### config.mk
export PLATFORM = sky130hd
export DESIGN_NAME = lsmm_ctrl
export DESIGN_NICKNAME = d
export VERILOG_FILES = /design/src/hw/rtl/linear_sieve_moebius_mertens_defines.svh /design/src/hw/rtl/lsmm_pkg.sv /design/src/hw/rtl/lsmm_ctrl.sv
export SDC_FILE = /design/constraint.sdc
export NUM_CORES = 1
export LEC_CHECK = 0
export ABC_AREA = 1
export CAP_MARGIN = 20
export CELL_PAD_IN_SITES_DETAIL_PLACEMENT = 1
export CELL_PAD_IN_SITES_GLOBAL_PLACEMENT = 1
export CORE_UTILIZATION = 33
export CTS_CLUSTER_SIZE = 14
export DETAILED_ROUTE_END_ITERATION = 8
export DONT_BUFFER_PORTS = 1
export GPL_ROUTABILITY_DRIVEN = 0
export MAX_ROUTING_LAYER = met4
export PLACE_DENSITY_LB_ADDON = 0.25
export SKIP_CTS_REPAIR_TIMING = 1
export SYNTH_ARGS = -nofsm -noshare
export SYNTH_HDL_FRONTEND = slang
export SYNTH_SLANG_ARGS = --single-unit
export TNS_END_PERCENT = 100
### constraint.sdc
create_clock -name clk -period 1.1 [get_ports clk]
set_clock_uncertainty 0.1 [all_clocks]
set_input_delay 0.055 -clock clk [delete_from_list [all_inputs] [get_ports clk]]
set_output_delay 0.055 -clock clk [all_outputs]
set_load 0.01 [all_outputs]
### src/hw/rtl/linear_sieve_moebius_mertens_defines.svh
// Assertion macros for the Moebius sieve block
`ifndef LINEAR_SIEVE_MOEBIUS_MERTENS_DEFINES_SVH
`define LINEAR_SIEVE_MOEBIUS_MERTENS_DEFINES_SVH

// Same-cycle implication, sampled on clk, off during rst
`define LSMM_ASSERT_IMP(name, ante, cons) \
  name: assert property (@(posedge clk) disable iff (rst) (ante) |-> (cons)) \
    else $error("lsmm assertion failed");

// Next-cycle implication, sampled on clk, off during rst
`define LSMM_ASSERT_NXT(name, ante, cons) \
  name: assert property (@(posedge clk) disable iff (rst) (ante) |=> (cons)) \
    else $error("lsmm assertion failed");

`endif

### src/hw/rtl/lsmm_pkg.sv
// Shared types and constants for the Moebius sieve block
package lsmm_pkg;

  // Field widths fixed by the interface
  localparam int NUM_W  = 22;
  localparam int MU_W   = 2;
  localparam int MERT_W = 30;

  // Largest value the 22-bit limit register can hold
  localparam int LIMIT_CAP = 4194303;
  localparam logic [NUM_W-1:0] LIMIT_RESET = 22'd2097152;

  // Mertens sum modulus
  localparam logic [MERT_W-1:0] MERT_MOD = 30'd1000000007;

  // Store word: {composite mark, moebius[1:0]}
  localparam int STORE_W = 3;

  localparam logic signed [MU_W-1:0] MU_POS  = 2'sd1;
  localparam logic signed [MU_W-1:0] MU_NEG  = -2'sd1;
  localparam logic signed [MU_W-1:0] MU_ZERO = 2'sd0;

  // Controller states
  typedef enum logic [3:0] {
    ST_BOOT_CLR,
    ST_IDLE,
    ST_RST_CLR,
    ST_CHECK,
    ST_CLASSIFY,
    ST_WALK_RD,
    ST_WALK_MUL,
    ST_WALK_CMP,
    ST_WALK_DIV,
    ST_WALK_WR,
    ST_FINISH
  } lsmm_state_t;

  // Controller to datapath
  typedef struct packed {
    logic restart_init;
    logic clr_step;
    logic classify;
    logic mul;
    logic div_start;
    logic store_wr;
    logic j_inc;
    logic finish;
  } lsmm_cmd_t;

  // Datapath to controller
  typedef struct packed {
    logic clr_last;
    logic exh;
    logic j_lt_count;
    logic prod_gt_lim;
    logic div_busy;
    logic rem_zero;
    logic out_free;
  } lsmm_sts_t;

endpackage

### src/hw/rtl/lsmm_ctrl.sv
// Sequencer for clearing, classification and the prime walk
module lsmm_ctrl import lsmm_pkg::*; (
  input  logic      clk,
  input  logic      rst,
  input  logic      req_valid,
  input  logic      req_restart,
  output logic      req_ready,
  input  lsmm_sts_t sts,
  output lsmm_cmd_t cmd
);

  lsmm_state_t state;
  lsmm_state_t state_next;

  // State register; reset starts the clearing pass
  always_ff @(posedge clk) begin
    if (rst) begin
      state <= ST_BOOT_CLR;
    end else begin
      state <= state_next;
    end
  end

  // Next state
  always_comb begin
    state_next = state;
    case (state)
      ST_BOOT_CLR: begin
        if (sts.clr_last) state_next = ST_IDLE;
      end
      ST_IDLE: begin
        if (req_valid) state_next = req_restart ? ST_RST_CLR : ST_CHECK;
      end
      ST_RST_CLR: begin
        if (sts.clr_last) state_next = ST_CHECK;
      end
      ST_CHECK: begin
        state_next = sts.exh ? ST_FINISH : ST_CLASSIFY;
      end
      ST_CLASSIFY: begin
        state_next = ST_WALK_RD;
      end
      ST_WALK_RD: begin
        state_next = sts.j_lt_count ? ST_WALK_MUL : ST_FINISH;
      end
      ST_WALK_MUL: begin
        state_next = ST_WALK_CMP;
      end
      ST_WALK_CMP: begin
        state_next = sts.prod_gt_lim ? ST_FINISH : ST_WALK_DIV;
      end
      ST_WALK_DIV: begin
        if (!sts.div_busy) state_next = ST_WALK_WR;
      end
      ST_WALK_WR: begin
        state_next = sts.rem_zero ? ST_FINISH : ST_WALK_RD;
      end
      ST_FINISH: begin
        if (sts.out_free) state_next = ST_IDLE;
      end
      default: begin
        state_next = ST_IDLE;
      end
    endcase
  end

  // Commands
  always_comb begin
    cmd       = '0;
    req_ready = 1'b0;
    case (state)
      ST_BOOT_CLR, ST_RST_CLR: begin
        cmd.clr_step = 1'b1;
      end
      ST_IDLE: begin
        req_ready        = 1'b1;
        cmd.restart_init = req_valid & req_restart;
      end
      ST_CLASSIFY: begin
        cmd.classify = 1'b1;
      end
      ST_WALK_MUL: begin
        cmd.mul = 1'b1;
      end
      ST_WALK_CMP: begin
        cmd.div_start = !sts.prod_gt_lim;
      end
      ST_WALK_WR: begin
        cmd.store_wr = 1'b1;
        cmd.j_inc    = !sts.rem_zero;
      end
      ST_FINISH: begin
        cmd.finish = sts.out_free;
      end
      default: begin
        cmd = '0;
      end
    endcase
  end

endmodule

==> reports/qor.txt <==
Vias post-DR = 641
Crit Reg-Reg Startpoint = state[3]$_SDFFE_PP0P_
Worst-margin pin slew = 0.260 ns
Synth top area share = 18.0%
Crit-path max FO = 6
Core footprint = 1330 sq um
Die area = 1610 sq um
CP endpoint kind = flop
Min Tclk post-route = 1.35 ns
DP Area = 631 sq um
CTS clk-pin slew, worst paths = 0.04 ns
Total Power = 1.01 mW
Power Density = 1180 nW/um^2
Psw = 452 uW
WL final = 2100 um
Post-route insts no fill = 124
Max VDD drop = 0.596 mV
Top_reg_cell synth = dfxtp_1
Total clock buffers created by CTS = 3
Drt wl/cell = 16.9 um
R2R Path End = state[3]$_SDFFE_PP0P_
Failing checks = setup timing
Synth area leader = nand2_1
Core Rows = 13
Async SR Flop Fraction = 0%
DR pass1 iterations = 6
Setup violations, final = 13
FF-to-FF setup slack = -0.25 ns
Syn avg cell area = 5.65 sq um
CP arrival = 1.37 ns
Antenna cells = 0
DRT iter0 DRCs = 7
R2R depth = 7
Status = finished with violations
GRT Util Overall = 22.1%
Synth cell types = 20
Fmax = 0.741 GHz
Unrepaired setup endpoints after global routing = yes
Global-route wire length before repair = 2300 um
Number of synthesized flops with an enable pin = 0
Vias in the first global route = 548
Syn Nets = 96
Leading post-synthesis cells by cell area = nand2_1 (18%), dfxtp_1 (17%), inv_1 (9.4%)
Clk Latency, worst-skew pair = 0.24 ns
H-tree levels = 1
Tightest Hold Check Type = in -> out
Max reg flops = 4
Mapped cell area = 480 sq um
Top flop regs = state x4
Count of yosys warnings during synthesis = 0
CP Class = reg -> reg
Sw Share = 45.0%
DRT antenna net count = 0
CTS tree = yes
Root buffer cell = clkbuf_4
Layout cells sized above 1 = 64.2%
PortBufs = 0
Int Power = 553 uW
Post-DR vias/cell = 5.17
Fillers = 172
I/O pin total = 20
Final setup margin = -0.250 ns
Hold path cells = 1
Pin count of the biggest net entering global routing = 9
Hpwl dp = 1240 um
DRC = 0
Final #Nets = 122
Most numerous cell in the Yosys netlist = nand2_1
Data required time of the worst path = 1.12 ns
Power share of the combinational group = 59.1%
FF+latch count, synth = 4
Synth Instances = 85
Hold Vio Cnt, Final = 0
Final instance area = 855 sq um
Leakage = 0.408 nW
Chip height = 40.2 um
# clock sinks = 4
Antenna violations before repair = 0
Final worst-path cycle share = 123%
Final core utilization = 64.1%
Clock network fraction of total power = 18.7%
Seq/Total Area, Yosys = 16.7%
Hold path start = sts[3]
Top reg by flops = state
Max cap viols = 0
Max Buffers Root-to-Sink = 2
Startpoint Class = flop
Synth cell count leaders = nand2_1 (23), inv_1 (12), nor2_1 (12), nand3_1 (5), nor2_2 (5)
Seq pwr share = 22.2%
Hold Path End = cmd[3]
Layout Area Growth over Synthesis = 77.9%
Die width = 40.2 um
Placed cell count = 113
GRT overflow = 0
Max transition margin = 82.6%
Slew Limit Fails = 0
Initial Util = 36.0%
==> critical path, cell delays in order, from the launching register on <==
cell and delay (ns):
dfxtp_4 0.37, nor2_4 0.24, buf_6 0.14, nand3_2 0.06, nand2_2 0.12, nor2_4 0.06, nand2_1 0.08, a21oi_2 0.05
==> how the worst max path moves through the flow <==
stage | startpoint | to | slack (ns)
2_1_floorplan | state[0]$_SDFFE_PP0P_ | state[0]$_SDFFE_PP0P_ | -0.04
3_3_place_gp | state[0]$_SDFFE_PP0P_ | state[3]$_SDFFE_PP0P_ | -0.28
3_5_place_dp | state[0]$_SDFFE_PP0P_ | state[3]$_SDFFE_PP0P_ | -0.30
4_1_cts | state[0]$_SDFFE_PP0P_ | cmd[7] | -0.50
5_1_grt | state[3]$_SDFFE_PP0P_ | state[0]$_SDFFE_PP0P_ | -0.32
6_report | state[3]$_SDFFE_PP0P_ | state[3]$_SDFFE_PP0P_ | -0.25
==> per-stage QoR <==
step                setup TNS (ns)  hold WS, ns  setup slack (ns)
floorplan                  -0.0731      0.00827           -0.0372
global placement             -1.41       0.0102            -0.279
detailed placement           -1.67       0.0105            -0.298
CTS                          -4.17       -0.243            -0.499
global route                 -3.42       0.0445            -0.319
finish                       -2.70       0.0457            -0.250
==> metal layers <==
metal / track usage (%) / share of wire (%) / vias to the layer above
met5: - / 0 / -
met4: 5.17 / 2.3 / 0
met3: 3.33 / 2.1 / 6
met2: 38.7 / 53 / 20
met1: 26.1 / 42 / 302
li1: - / - / 313
==> power by group through the flow <==
stage | Clock (mW) | Combinational [mW] | Sequential [mW]
after floorplan | 0 | 0.279 | 0.193
after CTS | 0.200 | 0.370 | 0.217
final | 0.188 | 0.594 | 0.223
after global routing | 0.209 | 0.632 | 0.228
after detailed placement | 0 | 0.368 | 0.220
after global placement | 0 | 0.354 | 0.219
==> logic make-up (layout without fill, tap and decap cells) <==
family | count (synthesis) | after routing | share of synthesized area (%)
simple gates | 58 | 58 | 62.2
flops | 4 | 4 | 16.7
compound gates | 6 | 6 | 7.03
buf+inv | 17 | 41 | 14.1
==> cells in the final DEF (no fill, tap or decap), drive strengths merged <==
cell | synthesis | layout
dfxtp | 4 | 4
clkbuf | 0 | 3
nand3b | 2 | 2
nand4 | 1 | 1
nor4 | 1 | 1
nand2 | 25 | 25
inv | 16 | 16
nor2 | 19 | 19
nor3 | 1 | 1
buf | 1 | 20
nand3 | 9 | 9
o21ai | 3 | 3
dlygate4sd3 | 0 | 2
a21oi | 3 | 3
==> layout make-up <==
class	instances	area, sq um	area share (%)
well taps	15	18.8	2.20
inverters	16	75.1	8.78
multi-input cells	64	450	52.7
repair buffers	22	193	22.5
clock buffers	3	22.5	2.64
flip-flops and latches	4	95.1	11.1
Note: power is estimated with default switching activity, not from simulation.
